### config.mk
export PLATFORM = sky130hd
export DESIGN_NAME = bounded_fifo_with_search_flat
export DESIGN_NICKNAME = d
export VERILOG_FILES = /design/src/sv/bfs_pkg.sv /design/src/sv/bfs_if.sv /design/src/sv/bounded_fifo_with_search.sv /design/src/sv/bfs_ram.sv /design/src/sv/bfs_ctrl.sv /design/src/sv/bfs_dp.sv /design/src/flat_wrapper.sv
export VERILOG_INCLUDE_DIRS = /design/src /design/src/sv
export SDC_FILE = /design/constraint.sdc
export NUM_CORES = 1
export LEC_CHECK = 0
export ABC_CLOCK_PERIOD_IN_PS = 11500
export BUFFER_PORTS_ARGS = -buffer_cell sky130_fd_sc_hd__buf_2
export CAP_MARGIN = 20
export CORE_MARGIN = 1.5
export CORE_UTILIZATION = 57
export DETAILED_ROUTE_END_ITERATION = 8
export PLACE_DENSITY = 0.85
export SYNTH_ARGS = -nofsm -noshare
export SYNTH_HDL_FRONTEND = slang
export SYNTH_SLANG_ARGS = --single-unit
### constraint.sdc
create_clock -name i_clk -period 11.5 [get_ports i_clk]
set_input_delay 3.45 -clock i_clk [delete_from_list [all_inputs] [get_ports i_clk]]
set_output_delay 3.45 -clock i_clk [all_outputs]
set_load 0.05 [all_outputs]
### src/sv/bounded_fifo_with_search_assert.svh
// assertion macros for the bounded fifo with search block
`ifndef BOUNDED_FIFO_WITH_SEARCH_ASSERT_SVH
`define BOUNDED_FIFO_WITH_SEARCH_ASSERT_SVH

`ifndef SYNTHESIS

// property checked on every clock edge outside reset
`define BFS_ASSERT(lbl, prop, msg) \
    lbl: assert property (@(posedge i_clk) disable iff (!i_rst_n) (prop)) else $error(msg);

// condition in one cycle implies a condition in the next cycle
`define BFS_ASSERT_NEXT(lbl, pre, post, msg) \
    lbl: assert property (@(posedge i_clk) disable iff (!i_rst_n) (pre) |=> (post)) \
        else $error(msg);

`else

`define BFS_ASSERT(lbl, prop, msg)
`define BFS_ASSERT_NEXT(lbl, pre, post, msg)

`endif

`endif

### src/sv/bfs_pkg.sv
// shared types, constants and helpers of the bounded fifo with search block
package bfs_pkg;

    localparam int DEPTH   = 16;
    localparam int IDX_W   = (DEPTH > 1) ? $clog2(DEPTH) : 1;
    localparam int CNT_W   = $clog2(DEPTH + 1);
    localparam int SUM_W   = CNT_W + 1;
    localparam int CAP_W   = 5;
    localparam int CMP_W   = (CNT_W > CAP_W) ? CNT_W : CAP_W;
    localparam int DATA_W  = 32;
    localparam int PADDR_W = 3;
    localparam int PDATA_W = 32;

    localparam logic [CAP_W-1:0] CAP_RESET = CAP_W'(16);

    // register index taken from the word address
    localparam logic [PADDR_W-3:0] REG_CAPACITY = '0;

    typedef logic [1:0] t_action;
    localparam t_action ACT_ENQ     = 2'd0;
    localparam t_action ACT_DEQ     = 2'd1;
    localparam t_action ACT_QUERY   = 2'd2;
    localparam t_action ACT_DISPLAY = 2'd3;

    typedef logic [2:0] t_status;
    localparam t_status ST_ENQ      = 3'd0;
    localparam t_status ST_OVF      = 3'd1;
    localparam t_status ST_DEQ      = 3'd2;
    localparam t_status ST_UNF      = 3'd3;
    localparam t_status ST_FOUND    = 3'd4;
    localparam t_status ST_NOTFOUND = 3'd5;
    localparam t_status ST_ENTRY    = 3'd6;
    localparam t_status ST_EMPTY    = 3'd7;

    // source of the result data word
    typedef logic [1:0] t_dsel;
    localparam t_dsel DSEL_ZERO  = 2'd0;
    localparam t_dsel DSEL_VALUE = 2'd1;
    localparam t_dsel DSEL_RDATA = 2'd2;

    typedef struct packed {
        logic    capture;
        logic    rd_en;
        logic    walk_inc;
        logic    cmp_en;
        logic    enq_do;
        logic    deq_do;
        logic    out_load;
        t_status out_status;
        t_dsel   out_dsel;
        logic    out_last;
    } t_cmd;

    typedef struct packed {
        t_action action;
        logic    empty;
        logic    full;
        logic    walk_end;
        logic    out_free;
        logic    hit;
    } t_stat;

    // ring slot at a given offset from the head
    function automatic logic [IDX_W-1:0] ring_pos(input logic [IDX_W-1:0] head,
                                                 input logic [CNT_W-1:0] off);
        logic [SUM_W-1:0] s;
        s = SUM_W'(head) + SUM_W'(off);
        if (s >= SUM_W'(DEPTH)) begin
            s = s - SUM_W'(DEPTH);
        end
        return s[IDX_W-1:0];
    endfunction

endpackage

### src/sv/bfs_if.sv
// item channel interfaces of the bounded fifo with search block
interface bfs_in_if;
    logic                        valid;
    logic                        ready;
    bfs_pkg::t_action            action;
    logic signed [bfs_pkg::DATA_W-1:0] value;

    modport source (output valid, action, value, input ready);
    modport sink   (input valid, action, value, output ready);
endinterface

interface bfs_out_if;
    logic                        valid;
    logic                        ready;
    bfs_pkg::t_status            status;
    logic signed [bfs_pkg::DATA_W-1:0] data;
    logic                        last;

    modport source (output valid, status, data, last, input ready);
    modport sink   (input valid, status, data, last, output ready);
endinterface

### src/sv/bounded_fifo_with_search.sv
// top level of the bounded fifo with search block
// A bounded queue of signed 32-bit values in a 16-entry ring store with one write
// and one registered read port; the capacity register (byte address 0, reset 16,
// values above the depth saturate, zero means always full) limits how many are held.
// One item is taken at a time. A query walks the store through its single read port,
// one entry per cycle; a display walks it the same way and gives count results, one a
// cycle while the output drains. Results sit in an output register, so the next item
// is taken while the last result still waits. No clearing pass after reset: only
// written entries are ever read.
`include "bounded_fifo_with_search_assert.svh"

module bounded_fifo_with_search (
    input  logic                         i_clk,
    input  logic                         i_rst_n,
    bfs_in_if.sink                       i_in,
    bfs_out_if.source                    o_out,
    input  logic                         psel,
    input  logic                         penable,
    input  logic                         pwrite,
    input  logic [bfs_pkg::PADDR_W-1:0]  paddr,
    input  logic [bfs_pkg::PDATA_W-1:0]  pwdata,
    output logic [bfs_pkg::PDATA_W-1:0]  prdata,
    output logic                         pready
);

    // command and status between sequencer and datapath
    bfs_pkg::t_cmd  w_cmd;
    bfs_pkg::t_stat w_stat;
    logic           w_in_ready;
    logic           w_cfg_we;

    // apb write lands in the access phase, never waits
    assign pready   = 1'b1;
    assign w_cfg_we = psel && penable && pwrite;

    bfs_ctrl u_ctrl (
        .i_clk      (i_clk),
        .i_rst_n    (i_rst_n),
        .i_in_valid (i_in.valid),
        .o_in_ready (w_in_ready),
        .i_stat     (w_stat),
        .o_cmd      (w_cmd)
    );

    bfs_dp u_dp (
        .i_clk        (i_clk),
        .i_rst_n      (i_rst_n),
        .i_cmd        (w_cmd),
        .o_stat       (w_stat),
        .i_action     (i_in.action),
        .i_value      (i_in.value),
        .o_out_valid  (o_out.valid),
        .i_out_ready  (o_out.ready),
        .o_out_status (o_out.status),
        .o_out_data   (o_out.data),
        .o_out_last   (o_out.last),
        .i_cfg_we     (w_cfg_we),
        .i_cfg_addr   (paddr),
        .i_cfg_wdata  (pwdata),
        .o_cfg_rdata  (prdata)
    );

    // input side is ready only while no item is in flight
    assign i_in.ready = w_in_ready;

    // no store write past the capacity, no pop from an empty queue
    `BFS_ASSERT(a_enq_not_full, !w_cmd.enq_do || !w_stat.full, "enqueue write while full")
    `BFS_ASSERT(a_deq_not_empty, !w_cmd.deq_do || !w_stat.empty, "dequeue while empty")
    // a waiting result is never overwritten
    `BFS_ASSERT(a_out_no_clobber, !w_cmd.out_load || w_stat.out_free, "result overwritten")
    // one item at a time: after an accept the input side closes
    `BFS_ASSERT_NEXT(a_one_item, i_in.valid && i_in.ready, !i_in.ready, "second item taken")

endmodule

### src/sv/bfs_ram.sv
// generic single write port ram with registered read
module bfs_ram #(
    parameter int WIDTH = 32,
    parameter int DEPTH = 16
) (
    input  logic                                 i_clk,
    input  logic                                 i_we,
    input  logic [((DEPTH > 1) ? $clog2(DEPTH) : 1)-1:0] i_waddr,
    input  logic [WIDTH-1:0]                     i_wdata,
    input  logic                                 i_re,
    input  logic [((DEPTH > 1) ? $clog2(DEPTH) : 1)-1:0] i_raddr,
    output logic [WIDTH-1:0]                     o_rdata
);

    logic [WIDTH-1:0] r_mem [DEPTH];
    logic [WIDTH-1:0] r_rdata;

    always_ff @(posedge i_clk) begin
        if (i_we) begin
            r_mem[i_waddr] <= i_wdata;
        end
        if (i_re) begin
            r_rdata <= r_mem[i_raddr];
        end
    end

    assign o_rdata = r_rdata;

endmodule

### src/sv/bfs_ctrl.sv
// sequencer of the bounded fifo with search block
module bfs_ctrl (
    input  logic           i_clk,
    input  logic           i_rst_n,
    input  logic           i_in_valid,
    output logic           o_in_ready,
    input  bfs_pkg::t_stat i_stat,
    output bfs_pkg::t_cmd  o_cmd
);

    localparam logic [2:0] S_IDLE = 3'd0;
    localparam logic [2:0] S_EXEC = 3'd1;
    localparam logic [2:0] S_DEQ  = 3'd2;
    localparam logic [2:0] S_SCAN = 3'd3;
    localparam logic [2:0] S_QRES = 3'd4;
    localparam logic [2:0] S_DISP = 3'd5;

    logic [2:0] r_state;
    logic [2:0] n_state;

    always_ff @(posedge i_clk) begin
        if (!i_rst_n) begin
            r_state <= S_IDLE;
        end else begin
            r_state <= n_state;
        end
    end

    always_comb begin
        n_state    = r_state;
        o_cmd      = '0;
        o_in_ready = (r_state == S_IDLE);
        case (r_state)
            S_IDLE: begin
                if (i_in_valid) begin
                    o_cmd.capture = 1'b1;
                    n_state       = S_EXEC;
                end
            end
            S_EXEC: begin
                case (i_stat.action)
                    bfs_pkg::ACT_ENQ: begin
                        if (i_stat.out_free) begin
                            o_cmd.out_load = 1'b1;
                            o_cmd.out_last = 1'b1;
                            if (i_stat.full) begin
                                o_cmd.out_status = bfs_pkg::ST_OVF;
                                o_cmd.out_dsel   = bfs_pkg::DSEL_ZERO;
                            end else begin
                                o_cmd.out_status = bfs_pkg::ST_ENQ;
                                o_cmd.out_dsel   = bfs_pkg::DSEL_VALUE;
                                o_cmd.enq_do     = 1'b1;
                            end
                            n_state = S_IDLE;
                        end
                    end
                    bfs_pkg::ACT_DEQ: begin
                        if (i_stat.empty) begin
                            if (i_stat.out_free) begin
                                o_cmd.out_load   = 1'b1;
                                o_cmd.out_last   = 1'b1;
                                o_cmd.out_status = bfs_pkg::ST_UNF;
                                o_cmd.out_dsel   = bfs_pkg::DSEL_ZERO;
                                n_state          = S_IDLE;
                            end
                        end else begin
                            o_cmd.rd_en  = 1'b1;
                            o_cmd.deq_do = 1'b1;
                            n_state      = S_DEQ;
                        end
                    end
                    bfs_pkg::ACT_QUERY: begin
                        if (i_stat.empty) begin
                            n_state = S_QRES;
                        end else begin
                            o_cmd.rd_en    = 1'b1;
                            o_cmd.walk_inc = 1'b1;
                            n_state        = S_SCAN;
                        end
                    end
                    default: begin
                        if (i_stat.empty) begin
                            if (i_stat.out_free) begin
                                o_cmd.out_load   = 1'b1;
                                o_cmd.out_last   = 1'b1;
                                o_cmd.out_status = bfs_pkg::ST_EMPTY;
                                o_cmd.out_dsel   = bfs_pkg::DSEL_ZERO;
                                n_state          = S_IDLE;
                            end
                        end else begin
                            o_cmd.rd_en    = 1'b1;
                            o_cmd.walk_inc = 1'b1;
                            n_state        = S_DISP;
                        end
                    end
                endcase
            end
            S_DEQ: begin
                if (i_stat.out_free) begin
                    o_cmd.out_load   = 1'b1;
                    o_cmd.out_last   = 1'b1;
                    o_cmd.out_status = bfs_pkg::ST_DEQ;
                    o_cmd.out_dsel   = bfs_pkg::DSEL_RDATA;
                    n_state          = S_IDLE;
                end
            end
            S_SCAN: begin
                // compare the entry read last cycle, read the next one unless the walk has ended
                o_cmd.cmp_en = 1'b1;
                if (i_stat.walk_end) begin
                    n_state = S_QRES;
                end else begin
                    o_cmd.rd_en    = 1'b1;
                    o_cmd.walk_inc = 1'b1;
                end
            end
            S_QRES: begin
                if (i_stat.out_free) begin
                    o_cmd.out_load   = 1'b1;
                    o_cmd.out_last   = 1'b1;
                    o_cmd.out_status = i_stat.hit ? bfs_pkg::ST_FOUND : bfs_pkg::ST_NOTFOUND;
                    o_cmd.out_dsel   = bfs_pkg::DSEL_VALUE;
                    n_state          = S_IDLE;
                end
            end
            S_DISP: begin
                if (i_stat.out_free) begin
                    o_cmd.out_load   = 1'b1;
                    o_cmd.out_last   = i_stat.walk_end;
                    o_cmd.out_status = bfs_pkg::ST_ENTRY;
                    o_cmd.out_dsel   = bfs_pkg::DSEL_RDATA;
                    if (i_stat.walk_end) begin
                        n_state = S_IDLE;
                    end else begin
                        o_cmd.rd_en    = 1'b1;
                        o_cmd.walk_inc = 1'b1;
                    end
                end
            end
            default: begin
                n_state = S_IDLE;
            end
        endcase
    end

endmodule

### src/sv/bfs_dp.sv
// datapath of the bounded fifo with search block: ring store, pointers, result register
module bfs_dp (
    input  logic                               i_clk,
    input  logic                               i_rst_n,
    input  bfs_pkg::t_cmd                      i_cmd,
    output bfs_pkg::t_stat                     o_stat,
    input  bfs_pkg::t_action                   i_action,
    input  logic signed [bfs_pkg::DATA_W-1:0]  i_value,
    output logic                               o_out_valid,
    input  logic                               i_out_ready,
    output bfs_pkg::t_status                   o_out_status,
    output logic signed [bfs_pkg::DATA_W-1:0]  o_out_data,
    output logic                               o_out_last,
    input  logic                               i_cfg_we,
    input  logic [bfs_pkg::PADDR_W-1:0]        i_cfg_addr,
    input  logic [bfs_pkg::PDATA_W-1:0]        i_cfg_wdata,
    output logic [bfs_pkg::PDATA_W-1:0]        o_cfg_rdata
);

    logic [bfs_pkg::CAP_W-1:0]         r_cap;
    logic [bfs_pkg::IDX_W-1:0]         r_head;
    logic [bfs_pkg::CNT_W-1:0]         r_count;
    logic [bfs_pkg::CNT_W-1:0]         r_walk;
    bfs_pkg::t_action                  r_action;
    logic signed [bfs_pkg::DATA_W-1:0] r_value;
    logic                              r_hit;
    logic                              r_out_valid;
    bfs_pkg::t_status                  r_out_status;
    logic signed [bfs_pkg::DATA_W-1:0] r_out_data;
    logic                              r_out_last;

    logic [bfs_pkg::DATA_W-1:0]        w_rdata;
    logic [bfs_pkg::CMP_W-1:0]         w_eff_cap;
    logic [bfs_pkg::PADDR_W-3:0]       w_reg_idx;
    logic                              w_out_free;

    assign w_reg_idx  = i_cfg_addr[bfs_pkg::PADDR_W-1:2];
    assign w_out_free = !r_out_valid || i_out_ready;

    // capacity above the store depth saturates
    assign w_eff_cap = (bfs_pkg::CMP_W'(r_cap) > bfs_pkg::CMP_W'(bfs_pkg::DEPTH))
                       ? bfs_pkg::CMP_W'(bfs_pkg::DEPTH) : bfs_pkg::CMP_W'(r_cap);

    assign o_stat.action   = r_action;
    assign o_stat.empty    = (r_count == '0);
    assign o_stat.full     = (bfs_pkg::CMP_W'(r_count) >= w_eff_cap);
    assign o_stat.walk_end = (r_walk == r_count);
    assign o_stat.out_free = w_out_free;
    assign o_stat.hit      = r_hit;

    bfs_ram #(
        .WIDTH (bfs_pkg::DATA_W),
        .DEPTH (bfs_pkg::DEPTH)
    ) u_store (
        .i_clk   (i_clk),
        .i_we    (i_cmd.enq_do),
        .i_waddr (bfs_pkg::ring_pos(r_head, r_count)),
        .i_wdata (r_value),
        .i_re    (i_cmd.rd_en),
        .i_raddr (bfs_pkg::ring_pos(r_head, r_walk)),
        .o_rdata (w_rdata)
    );

    always_ff @(posedge i_clk) begin
        if (!i_rst_n) begin
            r_cap       <= bfs_pkg::CAP_RESET;
            r_head      <= '0;
            r_count     <= '0;
            r_walk      <= '0;
            r_hit       <= 1'b0;
            r_out_valid <= 1'b0;
        end else begin
            if (i_cfg_we && (w_reg_idx == bfs_pkg::REG_CAPACITY)) begin
                r_cap <= i_cfg_wdata[bfs_pkg::CAP_W-1:0];
            end
            if (i_cmd.enq_do) begin
                r_count <= r_count + bfs_pkg::CNT_W'(1);
            end else if (i_cmd.deq_do) begin
                r_count <= r_count - bfs_pkg::CNT_W'(1);
                r_head  <= bfs_pkg::ring_pos(r_head, bfs_pkg::CNT_W'(1));
            end
            if (i_cmd.capture) begin
                r_walk <= '0;
                r_hit  <= 1'b0;
            end else begin
                if (i_cmd.walk_inc) begin
                    r_walk <= r_walk + bfs_pkg::CNT_W'(1);
                end
                if (i_cmd.cmp_en && (w_rdata == r_value)) begin
                    r_hit <= 1'b1;
                end
            end
            if (i_cmd.out_load) begin
                r_out_valid <= 1'b1;
            end else if (i_out_ready) begin
                r_out_valid <= 1'b0;
            end
        end
    end

    always_ff @(posedge i_clk) begin
        if (i_cmd.capture) begin
            r_action <= i_action;
            r_value  <= i_value;
        end
        if (i_cmd.out_load) begin
            r_out_status <= i_cmd.out_status;
            r_out_last   <= i_cmd.out_last;
            case (i_cmd.out_dsel)
                bfs_pkg::DSEL_VALUE: r_out_data <= r_value;
                bfs_pkg::DSEL_RDATA: r_out_data <= w_rdata;
                default:             r_out_data <= '0;
            endcase
        end
    end

    assign o_out_valid  = r_out_valid;
    assign o_out_status = r_out_status;
    assign o_out_data   = r_out_data;
    assign o_out_last   = r_out_last;

    assign o_cfg_rdata = (w_reg_idx == bfs_pkg::REG_CAPACITY)
                         ? bfs_pkg::PDATA_W'(r_cap) : '0;

endmodule
### src/flat_wrapper.sv
// flat-port wrapper written by rule: the top's interface ports become plain ports
module bounded_fifo_with_search_flat 
  (i_clk, i_rst_n, psel, penable, pwrite, paddr, pwdata, prdata, pready, i_in_valid, i_in_action, i_in_value, i_in_ready, o_out_valid, o_out_status, o_out_data, o_out_last, o_out_ready);
  bfs_in_if i_in_i ();
  bfs_out_if o_out_i ();
  input  logic i_clk;
  input  logic i_rst_n;
  input  logic psel;
  input  logic penable;
  input  logic pwrite;
  input  logic [bfs_pkg::PADDR_W-1:0] paddr;
  input  logic [bfs_pkg::PDATA_W-1:0] pwdata;
  output logic [bfs_pkg::PDATA_W-1:0] prdata;
  output logic pready;
  input wire logic [$bits(i_in_i.valid)-1:0] i_in_valid;
  input wire logic [$bits(i_in_i.action)-1:0] i_in_action;
  input wire logic [$bits(i_in_i.value)-1:0] i_in_value;
  output wire logic [$bits(i_in_i.ready)-1:0] i_in_ready;
  output wire logic [$bits(o_out_i.valid)-1:0] o_out_valid;
  output wire logic [$bits(o_out_i.status)-1:0] o_out_status;
  output wire logic [$bits(o_out_i.data)-1:0] o_out_data;
  output wire logic [$bits(o_out_i.last)-1:0] o_out_last;
  input wire logic [$bits(o_out_i.ready)-1:0] o_out_ready;
  assign i_in_i.valid = i_in_valid;
  assign i_in_i.action = i_in_action;
  assign i_in_i.value = i_in_value;
  assign i_in_ready = i_in_i.ready;
  assign o_out_valid = o_out_i.valid;
  assign o_out_status = o_out_i.status;
  assign o_out_data = o_out_i.data;
  assign o_out_last = o_out_i.last;
  assign o_out_i.ready = o_out_ready;
  bounded_fifo_with_search u_core (.i_clk(i_clk), .i_rst_n(i_rst_n), .i_in(i_in_i), .o_out(o_out_i), .psel(psel), .penable(penable), .pwrite(pwrite), .paddr(paddr), .pwdata(pwdata), .prdata(prdata), .pready(pready));
endmodule
Yosys cells after proc, flatten, opt, wreduce, memory -nomap -nowiden

Memory sizes are Yosys's and may differ from the RTL's. A register that Yosys moved wholly into a read port is not among the register bits.
Index checks and enable logic that the tools add are counted.

Bits in registers: 94
Latch bits: 0
RAM bits: 512
ROM bits: 0
Word-level logic and storage cells: 110
Memories: 1

Memories:

| name                      | depth | bits a word | read ports | clocked after Yosys merged registers in | wr ports | line          | RTL |
|---|---|---|---|---|---|---|---|
| u_core.u_dp.u_store.r_mem | 16    | 32          | 1          | 1                                       | 1        | bfs_ram.sv:15 | `logic [WIDTH-1:0] r_mem [DEPTH];` |

Add/subtract/negate cells: 9
Multipliers: 0
Div/mod/pow operators: 0
Order comparisons: 5
Eq/ne operators: 15
Shift operators: 0
Multiplexer cells: 49
Bitwise logic cells: 3
Reductions and logical operators: 16

Operators by type and width:

| operator                                                          | number |
|---|---|
| case mux 32 bit (2 select lines)                                  | 1 |
| two-way mux 7 bit                                                 | 8 |
| equality test 32 bit                                              | 1 |
| case mux 7 bit (4 select lines)                                   | 1 |
| two-way mux 3 bit                                                 | 9 |
| case mux 7 bit (3 select lines)                                   | 1 |
| two-way mux 5 bit                                                 | 4 |
| case mux 3 bit (5 select lines)                                   | 1 |
| two-way mux 1 bit                                                 | 14 |
| adder 4 x 5 -> 6 bit                                              | 2 |
| greater-or-equal comparator 6 x 5 -> 1 bit, second input constant | 2 |
| two-way mux 4 bit                                                 | 3 |
| subtractor 4 x 1 -> 4 bit, second input constant                  | 3 |
| adder 5 x 1 -> 5 bit, second input constant                       | 2 |
| case mux 3 bit (3 select lines)                                   | 1 |
| two-way mux 2 bit                                                 | 4 |
| inequality test 2 bit, second input constant                      | 4 |
| equality test 3 x 2 -> 1 bit, second input constant               | 2 |
| equality test 3 bit, second input constant                        | 2 |
| case mux 2 bit (3 select lines)                                   | 1 |
| OR reduction 2 bit                                                | 3 |
| adder 4 x 1 -> 5 bit, second input constant                       | 1 |
| equality test 5 bit                                               | 1 |
| greater-or-equal comparator 5 bit                                 | 1 |
| 17 further kinds                                                  | 25 |

Longest topological paths before layout

Depth after elaboration: 9
Mapped depth: 13
Depth with buffers taken out: 13

By module

A second synthesis with hierarchy kept.

Cells, all modules: 1286
Area total of the unflattened synthesis: 25254.2 um^2

Modules (own cells, without submodules):

| module                   | instances | cells each | area each (um^2) |
|---|---|---|---|
| bfs_ram                  | 1         | 838        | 20155.6 |
| bfs_dp                   | 1         | 367        | 4478.0 |
| bfs_ctrl                 | 1         | 78         | 603.1 |
| bounded_fifo_with_search | 1         | 3          | 17.5 |

Worst setup path after synthesis

OpenSTA, ideal clock, no wires.

Kind: input port to flip-flop
Start: in o_out_ready
End: mem u_core.u_dp.u_store.r_mem[0][0] (enable)
Setup time: 513 ps
Arrival: 7350 ps
Slack: 3637 ps
Cell stages on the path: 4
Path through: nand2b_1 -> and3_1 -> o21ai_2 -> nor4b_1

Longest elaborated chain between the ends: 6

RTL lines:

| element                                 | line               | RTL |
|---|---|---|
| start: declaration                      | flat_wrapper.sv:23 | `input wire logic [$bits(o_out_i.ready)-1:0] o_out_ready;` |
| logical OR 1 bit                        | bfs_dp.sv:38       | `assign w_out_free = !r_out_valid \|\| i_out_ready;` |
| two-way mux 1 bit                       | bfs_ctrl.sv:43     | `if (i_stat.out_free) begin` |
| two-way mux 1 bit                       | bfs_ctrl.sv:41     | `case (i_stat.action)` |
| two-way mux 2 bit                       | bfs_ctrl.sv:33     | `case (r_state)` |
| two-way mux 1 bit                       | bfs_ram.sv:19      | `if (i_we) begin` |
| two-way mux 1 bit (implied by the code) | bfs_ram.sv:20      | `r_mem[i_waddr] <= i_wdata;` |
| end: declaration                        | bfs_ram.sv:15      |  |

Every way passes these cells.

Worst setup path in the final report

Start: in paddr[2] (netlist bit)
End: out prdata[0] (netlist bit)

Longest elaborated chain between the ends: 1

RTL lines:

| element            | line               | RTL |
|---|---|---|
| start: declaration | flat_wrapper.sv:11 | `input logic [bfs_pkg::PADDR_W-1:0] paddr;` |
| two-way mux 5 bit  | bfs_dp.sv:123      | `? bfs_pkg::PDATA_W'(r_cap) : '0;` |
| end: declaration   | flat_wrapper.sv:13 | `output logic [bfs_pkg::PDATA_W-1:0] prdata;` |

Every way passes these cells.

==> out/qor.csv <==
metric,value,unit
viasPerCell,6.46,
worst_ep_required_time,8050,ps
port_buffers,89,
drive_above_1_share,24.1,%
setup_viol,0,
syn_inst,1360,
drt-total-wl,58.6,mm
drtIter0Drc,2033,
drtAntennaViolNets,0,
critPathMaxFanout,6,
area_growth,12.6,%
crit_type,primary input to output port,
dieArea,46100,um^2
slowest_delay,260,ps
worst_clock_skew,18.7,ps
io_pins,147,
synth-edff-count,614,
dpl_cell_area,26500,um^2
firstDrtPassIters,5,
postCtsSetupRepairBufs,0,
core_area,44200,um^2
grt_max_degree,113,
ctsHoldBuffers,0,
p_per_area,174,nW/um^2
fp.dieW,215,um
synth-seq-area-share,74.1,%
ctsRootBufferMaster,clkbuf_16,
clock_latency,620,ps
yosys_warnings,0,
crit_chain,buf_2 > nor2b_1 > buf_2,
fillers,2758,
slowest_stage,buf_2,
via_count,13625,
cts_resized,0,
wl_per_cell,27.8,um
leakage,9.36,nW
grt_pass1_vias,13586,
clockBufferDepth,3,
grt.overflow.total,0,
postLayoutCellArea,28700,um^2
relSlewSlack,25.3,%
dpl.hpwl,28.6,mm
clk_pin_slew,60,ps
n_antenna_cell,0,
max_freq,135,MHz
fin_crit_sh,64.3,%
ys.flop_type,edfxtp_1,
startpoint_type,primary input,
cts.htree.levels,2,
synth_seq_cells,638,
rrSetupSlack,6800,ps
cpMostUsedCell,buf_2,
place_congestion,0.815,
row_count,77,
die_h,215,um
worst_slew_pin_slew,1120,ps
ys_types,63,
max_cap_viol_count,0,
nets,1566,
fin_util,65.0,%
hold_violations,0,
cts_num_sinks,638,
endpoint_kind,output port,
grt_usage,25.1,%
cts_tree,built,
drc_errors,0,
cp.arrival,3950,ps
finalSetupTns,0,ps
hold_path.class,flop to flop,
peakVddDrop,0.000132,V
status,"complete, no violations",
antenna_found_initial,0,
rsz0062_at_grt,no,
min_period,7400,ps
cts_buffers,59,
start_util,57.7,%
synth_area,25500,um^2
avgSynthCellArea,18.8,um^2
grt_pass1_wl,85.1,mm
async_reset_ff_share,0,%
finalMaxSlewViolations,0,
logic make-up after synthesis:
group / after synthesis / synth area share (%)
compound gates: 148 / 4.06
xor+xnor: 52 / 1.81
fa+ha+maj: 21 / 1.12
buf+inv: 107 / 2.23
flops: 638 / 74.1
mux: 137 / 11.6
other cells: 2 / 0.0294
simple gates: 255 / 5.00
cells in the final DEF (no fill, tap or decap), types with 5 or more instances in the layout:
| master | Yosys | layout |
|---|---|---|
| edfxtp_1 | 614 | 614 |
| mux4_2 | 128 | 128 |
| nand2_1 | 98 | 98 |
| buf_2 | 14 | 89 |
| clkbuf_16 | 0 | 61 |
| nor2_1 | 53 | 53 |
| xnor2_1 | 43 | 42 |
| a31oi_1 | 35 | 35 |
| a211oi_1 | 33 | 33 |
| a22oi_1 | 32 | 32 |
| and2_1 | 42 | 32 |
| conb_1 | 2 | 28 |
| dfxtp_1 | 24 | 24 |
| ha_1 | 18 | 17 |
| buf_4 | 38 | 15 |
| inv_1 | 11 | 11 |
| a21oi_1 | 11 | 11 |
| clkinv_1 | 0 | 11 |
| and2_2 | 0 | 10 |
| nand4_1 | 10 | 10 |
| clkbuf_1 | 39 | 10 |
| clkinv_2 | 0 | 10 |
| buf_12 | 0 | 10 |
| nor2b_1 | 9 | 9 |
| mux2i_1 | 9 | 9 |
| o21ai_0 | 8 | 8 |
| nand2b_1 | 7 | 7 |
| xor2_1 | 8 | 7 |
| bufinv_16 | 0 | 7 |
| clkinvlp_4 | 0 | 6 |
| nor3_1 | 5 | 5 |
routing by layer:
metal / GRT usage [%] / wire, um / share of wire (%) / vias to the layer above
li1: - / - / - / 5606
met4: 10.2 / 2010 / 3.4 / 0
met5: 0 / 0 / 0 / -
met2: 39.3 / 28500 / 49 / 1000
met1: 34.6 / 22100 / 38 / 6876
met3: 5.66 / 5990 / 10 / 143
path summary, 6_finish.rpt:
check | from | to | depth (start not counted)
min reg2reg | u_core.u_dp.r_hit$_SDFFE_PP0P_ | u_core.u_dp.r_hit$_SDFFE_PP0P_ | 2
max | paddr[2] | prdata[0] | 3
min | u_core.u_dp.r_hit$_SDFFE_PP0P_ | u_core.u_dp.r_hit$_SDFFE_PP0P_ | 2
max reg2reg | u_core.u_dp.r_walk[0]$_SDFFE_PP0P_ | u_core.u_dp.u_store.o_rdata[7]$_DFFE_PP_ | 9
worst max-delay path: cells and delay by family:
family / cells / cell delay (ps)
buffers and inverters: 2 / 390
and+or+nand+nor: 1 / 100
synthesized netlist by cell type, drive strengths merged, types with 10 or more instances:
library cell	count	area (um^2)
a211oi	33	248
a21oi	11	55.1
a22oi	32	240
a31oi	35	219
and2	42	263
buf	55	374
clkbuf	40	151
dfxtp	24	480
edfxtp	614	18400
ha	18	225
inv	12	45.0
mux4	128	2880
nand2	98	368
nand4	10	62.6
nor2	54	205
o21ai	12	63.8
xnor2	44	393
layout make-up:
cell class                      instances  area, um^2  area share, %
Clock buffer                           71        1560           5.44
Multi-Input combinational cell        641        6250           21.7
Timing Repair Buffer                  117         841           2.93
Inverter                               12        45.0          0.157
Sequential cell                       638       18900           65.8
Clock inverter                         38         382           1.33
Tap cell                              592         741           2.58
registers in the layout (all words and copies together), names as in the netlist:
signal,cells
u_core.u_dp.r_value,32
u_core.u_dp.r_action,2
u_core.u_ctrl.r_state,3
u_core.u_dp.r_walk,5
u_core.u_dp.r_cap,5
u_core.u_dp.o_out_last,1
u_core.u_dp.u_store.o_rdata,32
u_core.u_dp.o_out_valid,1
u_core.u_dp.o_out_status,3
u_core.u_dp.r_head,4
u_core.u_dp.r_count,5
u_core.u_dp.o_out_data,32
u_core.u_dp.r_hit,1
u_core.u_dp.u_store.r_mem,512
stage by stage:
stage / cells / hold WS (ps) / power (W) / worst slack (ps)
detailed placement: 1988 / 471 / 0.00307 / 4100
global placement: 1988 / 463 / 0.00306 / 4110
global route: 2109 / 519 / 0.00514 / 4060
finish: 2109 / 471 / 0.00501 / 4100
floorplan: 1386 / 416 / 0.00297 / 3640
CTS: 2097 / 483 / 0.00502 / 4100
power by group:
part	switching, W	total [W]	internal (W)
Sequential	0.0000725	0.00270	0.00262
Combinational	0.000221	0.000336	0.000115
Clock	0.000853	0.00198	0.00113
No activity file was read; power rests on OpenSTA's default activity.
